--- src/sv/ufhg_pkg.sv ---
// shared types and constants of the udp/ipv4 fragment header generator
// no dependencies
package ufhg_pkg;

    localparam int UDP_HDR_LEN   = 8;
    localparam int MAX_PAYLOAD   = 65507;
    localparam int PAYLOAD_W     = 17;
    localparam int IN_TDATA_W    = 24;
    localparam int OUT_TDATA_W   = 112;
    localparam int OUT_TUSER_W   = 3;
    localparam int APB_ADDR_W    = 5;
    localparam int APB_DATA_W    = 32;

    localparam logic [1:0] STATUS_OK      = 2'd0;
    localparam logic [1:0] STATUS_TOO_BIG = 2'd1;
    localparam logic [1:0] STATUS_BAD_SEG = 2'd2;

    typedef enum logic [2:0] {
        REG_MAX_UDP_PAYLOAD  = 3'd0,
        REG_MAX_IP_PAYLOAD   = 3'd1,
        REG_IP_HEADER_LEN    = 3'd2,
        REG_L2_HEADER_LEN    = 3'd3,
        REG_TOTAL_HEADER_LEN = 3'd4,
        REG_MAX_INLINE       = 3'd5
    } reg_idx_t;

    typedef struct packed {
        logic [15:0] max_udp_payload;
        logic [15:0] max_ip_payload;
        logic [5:0]  ip_header_len;
        logic [6:0]  l2_header_len;
        logic [7:0]  total_header_len;
        logic [9:0]  max_inline;
    } cfg_t;

    localparam cfg_t CFG_RESET = '{
        max_udp_payload:  16'd1480,
        max_ip_payload:   16'd1480,
        ip_header_len:    6'd20,
        l2_header_len:    7'd14,
        total_header_len: 8'd42,
        max_inline:       10'd204
    };

    typedef enum logic [2:0] {
        ST_IDLE,
        ST_EVAL,
        ST_CMP,
        ST_DIV,
        ST_FSEL,
        ST_FRAG
    } state_t;

    typedef struct packed {
        logic load_in;
        logic emit_single;
        logic setup;
        logic div_start;
        logic div_step;
        logic use_mask;
        logic use_max;
        logic emit_frag;
    } dp_cmd_t;

    typedef struct packed {
        logic single_res;
        logic fits_prod;
        logic more;
        logic out_free;
    } dp_status_t;

endpackage

--- src/sv/ufhg_regs.sv ---
// apb configuration registers of the fragment header generator
// depends on ufhg_pkg
module ufhg_regs (
    input  logic                                clk,
    input  logic                                rst_n,
    input  logic                                psel,
    input  logic                                penable,
    input  logic                                pwrite,
    input  logic [ufhg_pkg::APB_ADDR_W-1:0]     paddr,
    input  logic [ufhg_pkg::APB_DATA_W-1:0]     pwdata,
    output logic [ufhg_pkg::APB_DATA_W-1:0]     prdata,
    output logic                                pready,
    output ufhg_pkg::cfg_t                      cfg
);
    import ufhg_pkg::*;

    cfg_t     cfg_reg;
    cfg_t     cfg_next;
    reg_idx_t idx;
    logic     wr_en;

    assign idx    = reg_idx_t'(paddr[4:2]);
    assign wr_en  = psel && penable && pwrite;
    assign pready = 1'b1;
    assign cfg    = cfg_reg;

    always_ff @(posedge clk or negedge rst_n)
    begin
        if (!rst_n)
        begin
            cfg_reg <= CFG_RESET;
        end
        else
        begin
            cfg_reg <= cfg_next;
        end
    end

    always_comb
    begin
        cfg_next = cfg_reg;
        if (wr_en)
        begin
            unique case (idx)
                REG_MAX_UDP_PAYLOAD:  cfg_next.max_udp_payload  = pwdata[15:0];
                REG_MAX_IP_PAYLOAD:   cfg_next.max_ip_payload   = pwdata[15:0];
                REG_IP_HEADER_LEN:    cfg_next.ip_header_len    = pwdata[5:0];
                REG_L2_HEADER_LEN:    cfg_next.l2_header_len    = pwdata[6:0];
                REG_TOTAL_HEADER_LEN: cfg_next.total_header_len = pwdata[7:0];
                REG_MAX_INLINE:       cfg_next.max_inline       = pwdata[9:0];
                default:              cfg_next = cfg_reg;
            endcase
        end
    end

    always_comb
    begin
        unique case (idx)
            REG_MAX_UDP_PAYLOAD:  prdata = APB_DATA_W'(cfg_reg.max_udp_payload);
            REG_MAX_IP_PAYLOAD:   prdata = APB_DATA_W'(cfg_reg.max_ip_payload);
            REG_IP_HEADER_LEN:    prdata = APB_DATA_W'(cfg_reg.ip_header_len);
            REG_L2_HEADER_LEN:    prdata = APB_DATA_W'(cfg_reg.l2_header_len);
            REG_TOTAL_HEADER_LEN: prdata = APB_DATA_W'(cfg_reg.total_header_len);
            REG_MAX_INLINE:       prdata = APB_DATA_W'(cfg_reg.max_inline);
            default:              prdata = '0;
        endcase
    end

endmodule

--- src/sv/ufhg_ctrl.sv ---
// controller state machine of the fragment header generator
// depends on ufhg_pkg
module ufhg_ctrl (
    input  logic                    clk,
    input  logic                    rst_n,
    input  logic                    s_valid,
    output logic                    s_ready,
    input  ufhg_pkg::dp_status_t    status,
    output ufhg_pkg::dp_cmd_t       cmd
);
    import ufhg_pkg::*;

    state_t state_reg;
    state_t state_next;

    always_ff @(posedge clk or negedge rst_n)
    begin
        if (!rst_n)
        begin
            state_reg <= ST_IDLE;
        end
        else
        begin
            state_reg <= state_next;
        end
    end

    always_comb
    begin
        state_next = state_reg;
        unique case (state_reg)
            ST_IDLE:
            begin
                if (s_valid)
                begin
                    state_next = ST_EVAL;
                end
            end
            ST_EVAL:
            begin
                if (!status.single_res)
                begin
                    state_next = ST_CMP;
                end
                else if (status.out_free)
                begin
                    state_next = ST_IDLE;
                end
            end
            ST_CMP:
            begin
                state_next = status.fits_prod ? ST_FRAG : ST_DIV;
            end
            ST_DIV:
            begin
                state_next = ST_FSEL;
            end
            ST_FSEL:
            begin
                state_next = ST_FRAG;
            end
            ST_FRAG:
            begin
                if (status.out_free && !status.more)
                begin
                    state_next = ST_IDLE;
                end
            end
            default:
            begin
                state_next = ST_IDLE;
            end
        endcase
    end

    always_comb
    begin
        cmd     = '0;
        s_ready = 1'b0;
        unique case (state_reg)
            ST_IDLE:
            begin
                s_ready     = 1'b1;
                cmd.load_in = s_valid;
            end
            ST_EVAL:
            begin
                cmd.emit_single = status.single_res && status.out_free;
                cmd.setup       = !status.single_res;
            end
            ST_CMP:
            begin
                cmd.use_mask  = status.fits_prod;
                cmd.div_start = !status.fits_prod;
            end
            ST_DIV:
            begin
                cmd.div_step = 1'b1;
            end
            ST_FSEL:
            begin
                cmd.use_max = 1'b1;
            end
            ST_FRAG:
            begin
                cmd.emit_frag = status.out_free;
            end
            default:
            begin
                cmd = '0;
            end
        endcase
    end

endmodule

--- src/sv/ufhg_dpath.sv ---
// datapath of the fragment header generator: request register, fragment
// size divider, offset counters and output register; depends on ufhg_pkg
module ufhg_dpath #(
    parameter int MAX_FRAGMENTS = 64
) (
    input  logic                                clk,
    input  logic                                rst_n,
    input  ufhg_pkg::cfg_t                      cfg,
    input  ufhg_pkg::dp_cmd_t                   cmd,
    output ufhg_pkg::dp_status_t                status,
    input  logic [ufhg_pkg::IN_TDATA_W-1:0]     in_tdata,
    output logic                                out_tvalid,
    input  logic                                out_tready,
    output logic [ufhg_pkg::OUT_TDATA_W-1:0]    out_tdata,
    output logic [ufhg_pkg::OUT_TUSER_W-1:0]    out_tuser,
    output logic                                out_tlast
);
    import ufhg_pkg::*;

    localparam int          PROD_W    = 16 + $clog2(MAX_FRAGMENTS + 1);
    localparam int          DIVISOR   = 8 * MAX_FRAGMENTS;
    // 17-bit value over DIVISOR by a rounded-up reciprocal, exact for all 17-bit inputs
    localparam int          RCP_SH    = 17 + $clog2(DIVISOR);
    localparam int          QP_W      = RCP_SH + 13;
    localparam longint unsigned RCP   =
        ((64'd1 << RCP_SH) + 64'(DIVISOR) - 64'd1) / 64'(DIVISOR);

    // request
    logic [PAYLOAD_W-1:0] payload_reg;
    logic                 single_reg;
    logic                 bad_reg;

    // fragment run
    logic [16:0]          cur_udp_reg;
    logic [16:0]          ip_off_reg;
    logic [16:0]          ip_off_next;
    logic [16:0]          user_off_reg;
    logic [16:0]          user_off_next;
    logic [15:0]          ident_ctr_reg;
    logic [15:0]          ident_ctr_next;
    logic [15:0]          cur_ident_reg;
    logic [PROD_W-1:0]    prod_reg;
    logic [15:0]          fsize_reg;

    // divider
    logic [16:0]          num_reg;
    logic [QP_W-1:0]      quot_prod_reg;

    // output register
    logic                    out_valid_reg;
    logic                    out_valid_next;
    logic [OUT_TDATA_W-1:0]  out_tdata_reg;
    logic [OUT_TUSER_W-1:0]  out_tuser_reg;
    logic                    out_tlast_reg;

    // single result
    logic        big;
    logic [17:0] udp_sum;
    logic        fits;
    logic [17:0] inline_sum;
    logic        inl;
    logic [15:0] seg_single;
    logic [15:0] tot_single;
    logic [1:0]  err_status;
    logic [OUT_TDATA_W-1:0] single_tdata;

    // fragment result
    logic [15:0] fsize_mask;
    logic [16:0] rem_len;
    logic        more;
    logic        first;
    logic [15:0] sz;
    logic [15:0] cp;
    logic [15:0] ulen;
    logic [12:0] off8;
    logic [OUT_TDATA_W-1:0] frag_tdata;

    // divider result
    logic [15:0]    need;

    assign big        = payload_reg > PAYLOAD_W'(MAX_PAYLOAD);
    assign udp_sum    = {1'b0, payload_reg} + 18'(UDP_HDR_LEN);
    assign fits       = udp_sum <= {2'b00, cfg.max_udp_payload};
    assign inline_sum = {1'b0, payload_reg} + 18'(cfg.total_header_len);
    assign inl        = single_reg && (inline_sum < 18'(cfg.max_inline));
    assign seg_single = inl ? payload_reg[15:0]
                            : payload_reg[15:0] + 16'(cfg.l2_header_len)
                              + 16'(cfg.ip_header_len) + 16'(UDP_HDR_LEN);
    assign tot_single = 16'(cfg.ip_header_len) + udp_sum[15:0];
    assign err_status = bad_reg ? STATUS_BAD_SEG : (big ? STATUS_TOO_BIG : STATUS_OK);

    assign single_tdata = (bad_reg || big) ? '0 :
        {seg_single, 16'd0, payload_reg[15:0], 16'd0, 14'd0, tot_single,
         udp_sum[15:0], 1'b1, inl};

    assign fsize_mask = {cfg.max_ip_payload[15:3], 3'b000};
    assign rem_len    = cur_udp_reg - ip_off_reg;
    assign more       = rem_len > {1'b0, fsize_reg};
    assign first      = ip_off_reg == '0;
    assign sz         = more ? fsize_reg : rem_len[15:0];
    assign cp         = first ? sz - 16'(UDP_HDR_LEN) : sz;
    assign ulen       = first ? cur_udp_reg[15:0] : 16'd0;
    assign off8       = first ? 13'd0 : ip_off_reg[15:3];

    assign frag_tdata =
        {sz + 16'(cfg.l2_header_len) + 16'(cfg.ip_header_len),
         user_off_reg[15:0], cp, cur_ident_reg, more, off8,
         16'(cfg.ip_header_len) + sz, ulen, 1'b0, 1'b0};

    assign ip_off_next   = ip_off_reg + {1'b0, sz};
    assign user_off_next = user_off_reg + {1'b0, cp};
    assign ident_ctr_next = ident_ctr_reg + 16'd1;

    // quotient is at most a 13-bit value for any fragment limit
    assign need  = {quot_prod_reg[RCP_SH +: 13], 3'b000};

    assign status.single_res = bad_reg || big || fits;
    assign status.fits_prod  = prod_reg >= PROD_W'(cur_udp_reg);
    assign status.more       = more;
    assign status.out_free   = !out_valid_reg || out_tready;

    always_ff @(posedge clk)
    begin
        if (cmd.load_in)
        begin
            payload_reg <= in_tdata[PAYLOAD_W-1:0];
            single_reg  <= in_tdata[PAYLOAD_W];
            bad_reg     <= in_tdata[PAYLOAD_W+1];
        end
        if (cmd.setup)
        begin
            cur_udp_reg   <= udp_sum[16:0];
            cur_ident_reg <= ident_ctr_reg;
            prod_reg      <= PROD_W'(fsize_mask) * PROD_W'(MAX_FRAGMENTS);
        end
        if (cmd.setup)
        begin
            ip_off_reg   <= '0;
            user_off_reg <= '0;
        end
        else if (cmd.emit_frag)
        begin
            ip_off_reg   <= ip_off_next;
            user_off_reg <= user_off_next;
        end
        if (cmd.div_start)
        begin
            num_reg <= 17'(cur_udp_reg + 17'(DIVISOR - 1));
        end
        if (cmd.div_step)
        begin
            quot_prod_reg <= QP_W'(num_reg) * QP_W'(RCP);
        end
        if (cmd.use_mask)
        begin
            fsize_reg <= fsize_mask;
        end
        else if (cmd.use_max)
        begin
            fsize_reg <= (need > fsize_mask) ? need : fsize_mask;
        end
        if (cmd.emit_single)
        begin
            out_tdata_reg <= single_tdata;
            out_tuser_reg <= {1'b0, err_status};
            out_tlast_reg <= 1'b1;
        end
        else if (cmd.emit_frag)
        begin
            out_tdata_reg <= frag_tdata;
            out_tuser_reg <= {1'b1, STATUS_OK};
            out_tlast_reg <= !more;
        end
    end

    always_comb
    begin
        out_valid_next = out_valid_reg;
        if (cmd.emit_single || cmd.emit_frag)
        begin
            out_valid_next = 1'b1;
        end
        else if (out_tready)
        begin
            out_valid_next = 1'b0;
        end
    end

    always_ff @(posedge clk or negedge rst_n)
    begin
        if (!rst_n)
        begin
            out_valid_reg <= 1'b0;
            ident_ctr_reg <= '0;
        end
        else
        begin
            out_valid_reg <= out_valid_next;
            if (cmd.setup)
            begin
                ident_ctr_reg <= ident_ctr_next;
            end
        end
    end

    assign out_tvalid = out_valid_reg;
    assign out_tdata  = out_tdata_reg;
    assign out_tuser  = out_tuser_reg;
    assign out_tlast  = out_tlast_reg;

endmodule

--- src/sv/udp_ipv4_fragment_header_gen_unit.sv ---
// top level of the udp/ipv4 fragment header generator
// depends on ufhg_pkg, ufhg_regs, ufhg_ctrl, ufhg_dpath
//
// takes one udp send request per transaction and returns one descriptor for an
// error or unfragmented datagram, or a tlast-terminated run of ip fragment
// descriptors. one request is worked on at a time; a fragmented one is set up in
// the eval and cmp states, then gives one fragment per cycle while the output is
// free. when max_ip_payload is too small to keep the run within MAX_FRAGMENTS, the
// fragment size comes from a reciprocal multiplication in the div and fsel states.
// results sit in an output register, so a new request is taken while the last
// result waits. configuration is written over apb at byte address 4*index; the
// user must write it only while the block is idle, the block does not enforce it.
module udp_ipv4_fragment_header_gen_unit #(
    parameter int MAX_FRAGMENTS = 64
) (
    input  logic                                clk,
    input  logic                                rst_n,
    input  logic                                s_axis_tvalid,
    output logic                                s_axis_tready,
    // payload_len[16:0], single_segment[17], bad_segment[18], zero pad
    input  logic [ufhg_pkg::IN_TDATA_W-1:0]     s_axis_tdata,
    output logic                                m_axis_tvalid,
    input  logic                                m_axis_tready,
    // use_inline, l4_csum_offload, udp_length, ip_total_len, frag_field,
    // ip_ident, copy_len, data_offset, segment_len
    output logic [ufhg_pkg::OUT_TDATA_W-1:0]    m_axis_tdata,
    // status[1:0], fragmented[2]
    output logic [ufhg_pkg::OUT_TUSER_W-1:0]    m_axis_tuser,
    output logic                                m_axis_tlast,
    input  logic                                psel,
    input  logic                                penable,
    input  logic                                pwrite,
    input  logic [ufhg_pkg::APB_ADDR_W-1:0]     paddr,
    input  logic [ufhg_pkg::APB_DATA_W-1:0]     pwdata,
    output logic [ufhg_pkg::APB_DATA_W-1:0]     prdata,
    output logic                                pready
);
    import ufhg_pkg::*;

    cfg_t       cfg;
    dp_cmd_t    cmd;
    dp_status_t status;

    ufhg_regs u_regs (
        .clk     (clk),
        .rst_n   (rst_n),
        .psel    (psel),
        .penable (penable),
        .pwrite  (pwrite),
        .paddr   (paddr),
        .pwdata  (pwdata),
        .prdata  (prdata),
        .pready  (pready),
        .cfg     (cfg)
    );

    ufhg_ctrl u_ctrl (
        .clk     (clk),
        .rst_n   (rst_n),
        .s_valid (s_axis_tvalid),
        .s_ready (s_axis_tready),
        .status  (status),
        .cmd     (cmd)
    );

    ufhg_dpath #(
        .MAX_FRAGMENTS (MAX_FRAGMENTS)
    ) u_dpath (
        .clk        (clk),
        .rst_n      (rst_n),
        .cfg        (cfg),
        .cmd        (cmd),
        .status     (status),
        .in_tdata   (s_axis_tdata),
        .out_tvalid (m_axis_tvalid),
        .out_tready (m_axis_tready),
        .out_tdata  (m_axis_tdata),
        .out_tuser  (m_axis_tuser),
        .out_tlast  (m_axis_tlast)
    );

endmodule

--- config.mk ---
export PLATFORM = sky130hd
export DESIGN_NAME = udp_ipv4_fragment_header_gen_unit
export DESIGN_NICKNAME = d
export VERILOG_FILES = /design/src/sv/ufhg_pkg.sv /design/src/sv/ufhg_regs.sv /design/src/sv/ufhg_ctrl.sv /design/src/sv/ufhg_dpath.sv /design/src/sv/udp_ipv4_fragment_header_gen_unit.sv
export SDC_FILE = /design/constraint.sdc
export NUM_CORES = 1
export LEC_CHECK = 0
export BUFFER_PORTS_ARGS = -buffer_cell sky130_fd_sc_hd__clkbuf_2
export CAP_MARGIN = 10
export CELL_PAD_IN_SITES_DETAIL_PLACEMENT = 0
export CELL_PAD_IN_SITES_GLOBAL_PLACEMENT = 2
export CORE_MARGIN = 5
export CORE_UTILIZATION = 35
export DETAILED_ROUTE_END_ITERATION = 12
export PLACE_DENSITY_LB_ADDON = 0.1
export SLEW_MARGIN = 20
export SYNTH_ARGS = -nofsm -noshare
export SYNTH_HDL_FRONTEND = slang
export SYNTH_SLANG_ARGS = --single-unit
--- constraint.sdc ---
create_clock -name clk -period 6.4 [get_ports clk]
set_clock_uncertainty 0.1 [all_clocks]
set_input_delay 0.64 -clock clk [delete_from_list [all_inputs] [get_ports clk]]
set_output_delay 0.64 -clock clk [all_outputs]
set_load 0.05 [all_outputs]
# Word-level counts from Yosys, hierarchy flattened
# Cells that the tools add are included.
[word_totals]
register_bits = 348
in_bits = 68
out_inout_bits = 151
word_cells = 117
[op_classes]
n_addsub = 15
magnitude_cmp = 6
n_eq_ne = 13
n_mux = 32
reduce_logical = 26
[ops]
columns = ["operator", "n"]
rows = [
  ["112-bit two-way mux", 3],
  ["16-bit two-way mux", 7],
  ["16-bit one-hot mux with 6 select lines", 1],
  ["17-bit by 16-bit adder with 17-bit output", 2],
  ["16-bit by 6-bit adder with 16-bit output", 2],
  ["16-bit by 7-bit adder with 16-bit output", 2],
  ["6-bit by 16-bit adder with 16-bit output", 2],
  ["22-bit by 17-bit greater-or-equal comparator with 1-bit output", 1],
  ["17-bit by 4-bit adder with 18-bit output, second input constant", 1],
  ["17-bit by 8-bit adder with 18-bit output", 1],
  ["18-bit by 16-bit <= comparator with 1-bit output", 1],
  ["18-bit by 10-bit < comparator with 1-bit output", 1],
  ["3-bit one-hot mux with 6 select lines", 1],
  ["17-bit by 9-bit adder with 17-bit output, second input constant", 1],
  ["17-bit by 16-bit greater-than comparator with 1-bit output", 1],
  ["17-bit by 16-bit greater-than comparator with 1-bit output, second input constant", 1],
  ["17-bit logical NOT", 1],
  ["17-bit subtractor", 1],
  ["16-bit by 1-bit adder with 16-bit output, second input constant", 1],
  ["16-bit by 4-bit adder with 16-bit output, second input constant", 1],
  ["11-bit by 16-bit greater-than comparator with 1-bit output", 1],
  ["16-bit by 4-bit subtractor with 16-bit output, second input constant", 1],
  ["3-bit two-way mux", 5],
  ["13-bit two-way mux", 1],
  ["15 further kinds", 52],
]

# Longest topological paths before layout
# Gate-level depths: netlist of the first run.
[depth]
ltp_word = 7
mapped_depth = 40
depth_no_buf = 36

# Cells and area by module
# Synthesis of the first run repeated with hierarchy kept, for this count alone.
[unflattened]
cells_unflattened = 1811
hier_area_um2 = 19782.7
[by_module_without_submodules]
columns = ["module", "instances", "cells_each", "area_each_um2", "seq_area_each_um2"]
rows = [
  ["ufhg_dpath", 1, 1554, 16387.0, 7372.1],
  ["ufhg_regs", 1, 227, 3159.3, 1604.0],
  ["ufhg_ctrl", 1, 30, 236.5, 75.1],
]

# Worst setup path before layout of the first run
# No wires, ideal clock.
[synth_path]
path_type = "flip-flop to flip-flop"
from = "register u_dpath.cur_udp_reg[0]"
to = "register u_dpath.user_off_reg[15]"
arrival_time_ps = 6871
setup_slack_ps = -667
stages_incl_launch_ff = 39
synth_period_minus_slack_ps = 7067
path_cell_list = "edfxtp_1 > inv_1 > ha_1 > fa_1 > nor2b_1 > o2111a_1 > o31ai_4 > a32o_2 > o211ai_1 > xor2_1 > ha_1 > a22oi_1 > o211ai_1 > a221o_1 > a21oi_1 > and2_4 > buf_6 > buf_6 > [3 not listed] > and2_1 > buf_2 > nand4_1 > a21oi_1 > nor2_1 > nor2_1 > xnor2_1 > ha_1 > o21ai_0 > nor2b_1 > a21oi_1 > a21oi_1 > nor2b_1 > o21a_1 > o41ai_1 > xor2_1 > or3_1 > a21oi_1"
[synth_between]
elab_chain_len = 6
[synth_rtl]
columns = ["element", "line", "text"]
rows = [
  ["from (decl)", "ufhg_dpath.sv:34", "logic [16:0] cur_udp_reg;"],
  ["from (signal assigned)", "ufhg_dpath.sv:132", "cur_udp_reg <= udp_sum[16:0];"],
  ["17-bit subtractor (*)", "ufhg_dpath.sv:97", "assign rem_len = cur_udp_reg - ip_off_reg;"],
  ["17-bit by 16-bit greater-than comparator with 1-bit output", "ufhg_dpath.sv:98", "assign more = rem_len > {1'b0, fsize_reg};"],
  ["16-bit two-way mux (*)", "ufhg_dpath.sv:100", "assign sz = more ? fsize_reg : rem_len[15:0];"],
  ["16-bit by 4-bit subtractor with 16-bit output", "ufhg_dpath.sv:101", "assign cp = first ? sz - 16'(UDP_HDR_LEN) : sz;"],
  ["16-bit two-way mux (*)", "ufhg_dpath.sv:101", ""],
  ["17-bit by 16-bit adder with 17-bit output (*)", "ufhg_dpath.sv:111", "assign user_off_next = user_off_reg + {1'b0, cp};"],
  ["to (signal assigned)", "ufhg_dpath.sv:144", "user_off_reg <= user_off_next;"],
  ["to (decl)", "ufhg_dpath.sv:37", "logic [16:0] user_off_reg;"],
]
# Mark *: on every way between the ends. The rest lies on a longest branch, timed or not.
# A chain may end at the register's enable or synchronous reset.

# Worst setup path after layout of the first run
# Ends and elaborated chain as after synthesis.

==> results.md, run 1 <==
* Dpl cell area at 23100 um2
* CTS Root Buffer Type: clkbuf_16
* Core Box Area at 55300 um2
* DRT antenna net count at 0
* Hold Fails Final Rpt at 0
* Most numerous cell in the Yosys netlist: edfxtp_1
* CP Data Arrival Time at 6.94 ns
* Number of max-cap violations at 0
* Failing checks: negative setup slack
* Clk slew on worst S/H paths at roughly 0.06 ns
* Congestion Overflow GR at 0
* Die Height at 247 um
* Max incr delay on CP at between 0.3 and 0.4 ns
* Initial core utilization at 0.355
* Final min period at 6.56 ns
* Cells after Synth at ~1900
* Final Setup Violations at 7
* Max reg flops at 112
* CTS tree: built
* Crit path capture type: register
* Total routed wirelength at 69700 um
* Post-synthesis compound-gate area fraction at 0.124
* Slew @ Worst Pin at 1.01 ns
* RSZ-0062 raised after global routing: yes
* Synth Area in Simple Gates at 0.145
* Pre-Repair DR Iteration Count at 5
* Status: finished with violations
* Fmax at 0.153 GHz
* Ant diodes at 0
* Post-route design area at 25300 um2
* Post-Synth XOR/XNOR Area at 0.0620
* RD Place Congestion at slightly below 0.9
* Nets at 2595
* Total CTS buffers at 38
* Register area share after synthesis at 0.461
* Warnings from Yosys at 0
* Core Util, Final at 0.457
* Critical path's most frequent cell: a21oi_2
* Worst Hold Class: in2reg
* WL/cell at about 22 um
* Synth top area cells: edfxtp_1, ha_1, dfrtp_1, xnor2_1, dfxtp_1
* Post-synthesis mux area share at 0.0393
* Initial antenna violation count at 1
* Max FO, Critical Path at 3
* Final setup margin at -0.156 ns
* Via-per-instance ratio at 5.06
* Synth Area in Adders at 0.115
* Number of global-route vias before repair at 15700
* Row cnt at 86
* Post-synth top area share at 0.318
* Total track usage at 0.225
* Post-synth ARST share at 0.255
* DR iter-0 viols at 973
* Post-synth EDFFs at 208
* Synth Flop Type: edfxtp_1
* Largest net degree at the start of global routing at 79
* Synthesized area per cell at ~10 um2
* Area growth from synthesis to layout at 28.8%
* Post-synth top cells: edfxtp_1, nand2_1, inv_1, ha_1, nor2_1
* First-pass GRT wire length at between 100000 and 150000 um
* CTS Sinks at 326
* Clk Latency, worst-skew pair at 0.57 ns
* Overall die width at approximately 250 um
* Clk buf depth at 3
* DRC Markers at 0
* Vias at 15900
* Final HPWL DP at 53300 um
* Slowest-stage cell, CP: fa_2
* Layout cells sized above 1 at 0.305
* PortBufs at ~180
* Max-slew headroom at 0.330
* Main combinational cell family by area after synthesis: simple AND/OR/NAND/NOR gates
* Worst Path Required at 6.78 ns
* CTS H-tree lvls at 2
* Unique cell type count in the Yosys netlist at 80
* Num ports at 219
* Synth area leader: edfxtp_1
* Critical Setup Path Class: reg2reg
* Post-Synthesis Cell Area at 19600 um2
* Tcrit/Tclk final at 1.02
* Final Max Tran Viols at 0
* Die area at 60900 um2
* Crit start category: register
* Synth Register Bits at 326
## final timing paths
| check | from | end | cells past startpoint | slack (ns) |
|---|---|---|---|---|
| setup / recovery | u_dpath.cur_udp_reg[0] | u_dpath.user_off_reg[15] | 31 | -0.16 |
| hold / removal | s_axis_tdata[3] | u_dpath.payload_reg[3] | 1 | 0.15 |
| setup reg to reg | u_dpath.cur_udp_reg[0] | u_dpath.user_off_reg[15] | 31 | -0.16 |
| hold reg to reg | u_dpath.num_reg[16] | u_dpath.quot_prod_reg[33] | 0 | 0.32 |
| max in group asynchronous | rst_n | u_dpath.ident_ctr_reg[15] | 3 | 4.59 |
| min in group asynchronous | rst_n | u_regs.cfg[9] | 2 | 0.38 |
## cell usage in the layout (no fill, tap or decap), types with 33 or more instances in the layout
master / n
o21ai_0: 86
nand3_1: 74
mux2_2: 38
clkbuf_2: 177
xor2_1: 37
ha_1: 139
edfxtp_1: 208
dfrtp_1: 61
nand2_1: 155
buf_4: 270
xnor2_1: 88
nor3_1: 33
clkbuf_16: 38
a21oi_1: 99
and2_1: 40
dfxtp_1: 35
inv_1: 145
nor2_1: 127
## critical path: cells and delay by family (launching register included)
kind                     cells  cell delay [ns]
AO/OA/AOI/OAI               15             2.60
adder cells (fa/ha/maj)      5             1.42
AND/OR/NAND/NOR              5             1.01
multiplexers                 2             0.41
XOR/XNOR                     2             0.37
flip-flops                   1             0.35
buffers and inverters        2             0.22
## cell type report
class                   instances  area, um2
multi-input cells            1370      10300
clock buffers                  47       1010
repair buffers                467       3190
clock inverters                23        238
fillers                      5422      30000
inverters                     155        588
well taps                     748        936
flip-flops and latches        326       9050
## routing by layer
layer / part of all wire / routed length [um] / global-route usage
met1: 0.45 / 31200 / 0.305
met2: 0.48 / 33200 / 0.374
met3: 0.041 / 2860 / 0.0272
met4: 0.035 / 2440 / 0.0778
met5: 0 / 0 / 0
## timing repair
action,CTS,global route
endpoints found under the setup margin,26,33
hold buffers,1,0
resized for setup,81,73
pin swaps,39,38
buffers inserted,38,10
endpoints found under the hold margin,13,0
## cell families (layout without fill, tap and decap cells)
kind of cell,Yosys count,after routing
xor+xnor,139,139
buf+inv,252,692
mux,66,66
simple gates,580,580
compound gates,399,399
fa+ha+maj,169,169
flops,326,326
other cells,2,17
## stage by stage
step	setup slack (ns)	instances	hold WS [ns]	TNS, ns
floorplan	-0.292	1948	0.244	-0.886
global placement	-0.385	3024	0.304	-4.15
detailed placement	-0.444	3024	0.306	-5.04
CTS	-0.247	3131	0.112	-0.860
global route	-0.522	3136	0.123	-5.08
finish	-0.156	3136	0.148	-0.624
Power of run 1 is left out: the tool's default activity adds up to more than one toggle a clock period on the data nets, which glitch-free logic cannot reach.
==> inputs of run 2 (changes only) <==
- ABC_CLOCK_PERIOD_IN_PS: default -> 6400
- CELL_PAD_IN_SITES_DETAIL_PLACEMENT: 0 -> default
- CELL_PAD_IN_SITES_GLOBAL_PLACEMENT: 2 -> default
- CORE_UTILIZATION: 35 -> 40
- PLACE_DENSITY_LB_ADDON: 0.1 -> default
==> run 2 against run 1 <==
Net effect: the run still ends with negative setup slack left; fmax up 0.22%; clock-buffer cell count down 2; hold slack better by 0.012 ns; global-route usage down 0.25 points; setup slack improved by 0.015 ns; via count up 1.5%; critical endpoint unchanged; highest routed layer is now met5.
==> results.md, run 2 (same netlist as run 1, synthesis figures left out) <==
* Status: finished with violations
* Failing checks: negative setup slack
* Final Max Tran Viols at 0
* Area growth from synthesis to layout at 25.3%
* CP Data Arrival Time at between 6 and 7 ns
* Initial antenna violation count at 2
* Die area at 53600 um2
* Total track usage at 0.223
* DRC Markers at 0
* Hold path depth at 1
* WL/cell at 20.6 um
* RD Place Congestion at 0.936
* Tcrit/Tclk final at 1.02
* Crit start category: register
* CP Buf/Inv Count at 5
* Via-per-instance ratio at 5.37
* Final setup margin at -0.141 ns
* Congestion Overflow GR at 0
* Final min period at between 6 and 7 ns
* Hold Fails Final Rpt at 0
* Fmax at 0.153 GHz
* Worst Path Required at 6.78 ns
* Fillers at 4436
* Critical Setup Path Class: reg2reg
* Post-route design area at approximately 25000 um2
* Worst Hold Class: in2reg
* Vias at between 15000 and 20000
* Number of max-cap violations at 0
* Most frequent cells in the layout: buf_4, edfxtp_1, clkbuf_2, nand2_1, inv_1
* WHS at 0.159 ns
* Hold Startpoint: s_axis_tdata[12]
* Largest net degree at the start of global routing at 81
* Commonest non-fill, non-tap cell in the layout: buf_4
* Initial core utilization at 0.403
* Clk buf depth at 3
* R2R Path End: u_dpath.user_off_reg[15]
* PortBufs at 178
* FF-to-FF Start: u_dpath.cur_udp_reg[1]
* Setup_tns at -0.141 ns
* Max reg flops at roughly 110
* Slew @ Worst Pin at 0.975 ns
* Crit path capture type: register
* DR iter-0 viols at roughly 1400
* Core Box Area at 48700 um2
* DRT antenna net count at 0
* Slowest-stage cell, CP: edfxtp_1
* Dpl cell area at 22600 um2
* Layout cells sized above 1 at 0.283
* First-pass GRT wire length at 92500 um
* Pre-Repair DR Iteration Count at 5
* CTS tree: built
* CTS H-tree lvls at 2
* R2r setup slk at -0.14 ns
* Clk Latency, worst-skew pair at between 0.5 and 0.6 ns
* Max-slew headroom at 0.350
* Max incr delay on CP at 0.40 ns
* Min-Delay Endpoint: u_dpath.payload_reg[12]
* Number of global-route vias before repair at 15300
* Die Height at roughly 230 um
* Num ports at 219
* CTS Root Buffer Type: clkbuf_16
* Final Setup Violations at 1
* Row cnt at 81
* Total routed wirelength at 61700 um
* R2r worst-path depth at 32
* Ant diodes at 0
* Critical path's most frequent cell: buf_4
* Overall die width at 232 um
* Final HPWL DP at 46500 um
* Critical path's top delay family: compound AO/OA/AOI/OAI gates
* Core Util, Final at 0.505
* Total CTS buffers at 37
* Clk slew on worst S/H paths at 0.06 ns
* Max FO, Critical Path at 19
* Nets at about 2500
* RSZ-0062 raised after global routing: yes
* CTS Sinks at 326
[run 2: final cells by class]
type | count | area [um2] | area share
sequential | 326 | 9050 | 0.368
timing repair buffer | 414 | 2770 | 0.113
inverter | 155 | 591 | 0.0240
clock inverter | 22 | 287 | 0.0116
multi-input combinational | 1370 | 10100 | 0.410
tap | 664 | 831 | 0.0338
clock buffer | 45 | 976 | 0.0397
[run 2: timing repair]
action                     CTS  global route
hold buffers                 1             0
cloned                       0             0
buffers inserted            18            24
hold endpoints to repair    20             0
gates resized for setup     27            91
pin swaps                   14            47
setup endpoints to repair   15            30
[run 2: metrics by stage]
stage,std cells,setup slack (ns)
finish,2996,-0.141
global route,2996,-0.524
CTS,2973,-0.120
detailed placement,2889,-0.309
global placement,2889,-0.234
floorplan,1948,-0.292
[run 2: metal layers]
layer	wire length, um	global-route usage	up-vias
li1	-	-	7569
met1	28200	0.325	7865
met2	27800	0.344	554
met3	3750	0.0306	110
met4	1940	0.0742	4
met5	27	0	-
[run 2: worst max-delay path by stage]
| stage | slack (ns) | cells past startpoint | endpoint | from |
|---|---|---|---|---|
| global placement | -0.23 | 34 | u_dpath.user_off_reg[15] | u_dpath.cur_udp_reg[0] |
| floorplan | -0.29 | 38 | u_dpath.user_off_reg[15] | u_dpath.cur_udp_reg[0] |
| global route | -0.52 | 34 | u_dpath.user_off_reg[15] | u_dpath.cur_udp_reg[1] |
| finish | -0.14 | 32 | u_dpath.user_off_reg[15] | u_dpath.cur_udp_reg[1] |
| CTS | -0.12 | 34 | u_dpath.user_off_reg[15] | u_dpath.cur_udp_reg[0] |
| detailed placement | -0.31 | 35 | u_dpath.out_tdata[107] | u_dpath.cur_udp_reg[0] |
Power of run 2 is left out for the same reason.
==> inputs of run 3 (changes only) <==
- ABC_CLOCK_PERIOD_IN_PS: 6400 -> 6300
- clock period: 6.4 -> 6.3 ns (I/O delays scaled with it)
==> run 3 against run 2 <==
Net effect: the flow still finishes with violations (negative setup slack); non-clock buffer count rose by 18; global-route usage rose by 0.26 points; sequential share of layout area fell by 0.40 points; setup slack got worse by 0.17 ns; register-to-register slack got worse by 0.17 ns; flip-flop and latch count did not move; wire length rose by 0.56%; fmax fell by 1.1%; via count rose by 0.14%; first-iteration DRC count fell by 3.2%; die area did not move; cell count rose by 0.67%; largest cell class unchanged.
==> results.md, run 3 (same netlist as run 1, synthesis figures left out) <==
* Total CTS buffers at 37
* Hold path depth at 1
* DRT antenna net count at 0
* Min-Delay Endpoint: u_dpath.payload_reg[14]
* WHS at 0.124 ns
* Number of max-cap violations at 0
* CTS Sinks at 326
* Clk buf depth at 3
* RD Place Congestion at about 0.95
* Core Util, Final at 0.510
* WL/cell at 20.6 um
* Final min period at 6.61 ns
* Congestion Overflow GR at 0
* Final Max Tran Viols at 0
* CTS H-tree lvls at 2
* R2r worst-path depth at 32
* Area growth from synthesis to layout at 26.6%
* Hold Fails Final Rpt at 0
* Initial core utilization at 0.403
* Clk Latency, worst-skew pair at about 0.58 ns
* Worst Hold Class: in2reg
* Slowest-stage cell, CP: edfxtp_1
* Row cnt at 81
* R2R Path End: u_dpath.user_off_reg[15]
* Hold Startpoint: s_axis_tdata[14]
* CP Buf/Inv Count at 1
* Number of global-route vias before repair at 16100
* Area of the multi-input gates at roughly 10000 um2
* Initial antenna violation count at 0
* R2r setup slk at -0.31 ns
* Commonest non-fill, non-tap cell in the layout: buf_4
* Max incr delay on CP at 0.37 ns
* Max FO, Critical Path at 5
* Critical path's top delay family: compound AO/OA/AOI/OAI gates
* Slew @ Worst Pin at 0.961 ns
* Crit start category: register
* Final setup margin at -0.311 ns
* Most frequent cells in the layout: buf_4, edfxtp_1, clkbuf_2, nand2_1, inv_1
* Vias at 16100
* Final HPWL DP at 46700 um
* CTS Root Buffer Type: clkbuf_16
* Total track usage at 0.225
* Total routed wirelength at 62100 um
* Crit path launch: u_dpath.cur_udp_reg[0]
* Pre-CTS WS at -0.352 ns
* Largest net degree at the start of global routing at 81
* Crit path capture type: register
* Status: finished with violations
* CP Data Arrival Time at 6.99 ns
* Nets at around 2600
* FF-to-FF Start: u_dpath.cur_udp_reg[0]
* Num ports at between 200 and 250
* Via-per-instance ratio at 5.35
* Layout cells sized above 1 at 0.294
* CTS tree: built
* First-pass GRT wire length at 93500 um
* RSZ-0062 raised after global routing: yes
* Pre-Repair DR Iteration Count at 5
* Final Setup Violations at 12
* Die area at 53600 um2
* Core Box Area at 48700 um2
* Failing checks: negative setup slack
* Critical Setup Path Class: reg2reg
* FF+latch area at 9050 um2
* Fillers at 4375
* Max reg flops at 112
* Max-slew headroom at 0.360
* Clk slew on worst S/H paths at 0.06 ns
* Tcrit/Tclk final at 1.05
* Die Height at 232 um
* Worst Path Required at 6.68 ns
* PortBufs at 178
* DRC Markers at 0
* DR iter-0 viols at 1324
* Fmax at about 0.15 GHz
* Overall die width at 232 um
==> run 3: layer usage <==
layer,vias up,part of all wire,global-route usage
li1,7595,-,-
met1,7744,0.44,0.310
met2,653,0.45,0.350
met3,133,0.072,0.0484
met4,0,0.040,0.0860
met5,-,0,0
==> run 3: area by class of cell <==
type / instances / share of cell area
Tap cell: 664 / 0.0334
Sequential cell: 326 / 0.364
Clock buffer: 42 / 0.0380
Multi-Input combinational cell: 1370 / 0.409
Inverter: 155 / 0.0236
Clock inverter: 26 / 0.0129
Timing Repair Buffer: 432 / 0.119
Antenna cell: 1 / 0.000101
==> run 3: worst reg2reg max path: cells and delay by family (launching register included) <==
kind                       cells  cell delay [ns]
muxes                          1             0.24
xor gates and xnor gates       3             0.52
AOI/OAI and AO/OA             15             2.66
adders and majority gates      5             1.33
DFF                            1             0.37
and+or+nand+nor                7             1.26
buffers and inverters          1             0.05
==> run 3: repair_timing <==
item | 4_1_cts | 5_1_grt
pin swaps | 43 | 42
setup buffers | 21 | 19
endpoints found under the setup margin | 18 | 34
endpoints found under the hold margin | 20 | 0
gates resized for setup | 57 | 86
hold buffers | 1 | 0
==> run 3: how the worst max path moves through the flow <==
| stage | end | slack, ns | cells after the start |
|---|---|---|---|
| 3_5_place_dp | u_dpath.out_tdata[30] | -0.35 | 33 |
| 5_1_grt | u_dpath.user_off_reg[15] | -0.62 | 36 |
| 4_1_cts | u_dpath.user_off_reg[15] | -0.27 | 34 |
| 3_3_place_gp | u_dpath.user_off_reg[15] | -0.28 | 34 |
| 2_1_floorplan | u_dpath.user_off_reg[15] | -0.39 | 38 |
| 6_report | u_dpath.user_off_reg[15] | -0.31 | 32 |
==> run 3: per-stage QoR <==
step / instance area [um2] / TNS (ns) / instances
5_1_grt: 24900 / -5.85 / 3015
3_5_place_dp: 22800 / -3.09 / 2911
2_1_floorplan: 19700 / -1.58 / 1948
3_3_place_gp: 22800 / -2.03 / 2911
6_report: 24900 / -1.55 / 3016
4_1_cts: 24400 / -0.676 / 2998
Power of run 3 is left out for the same reason.
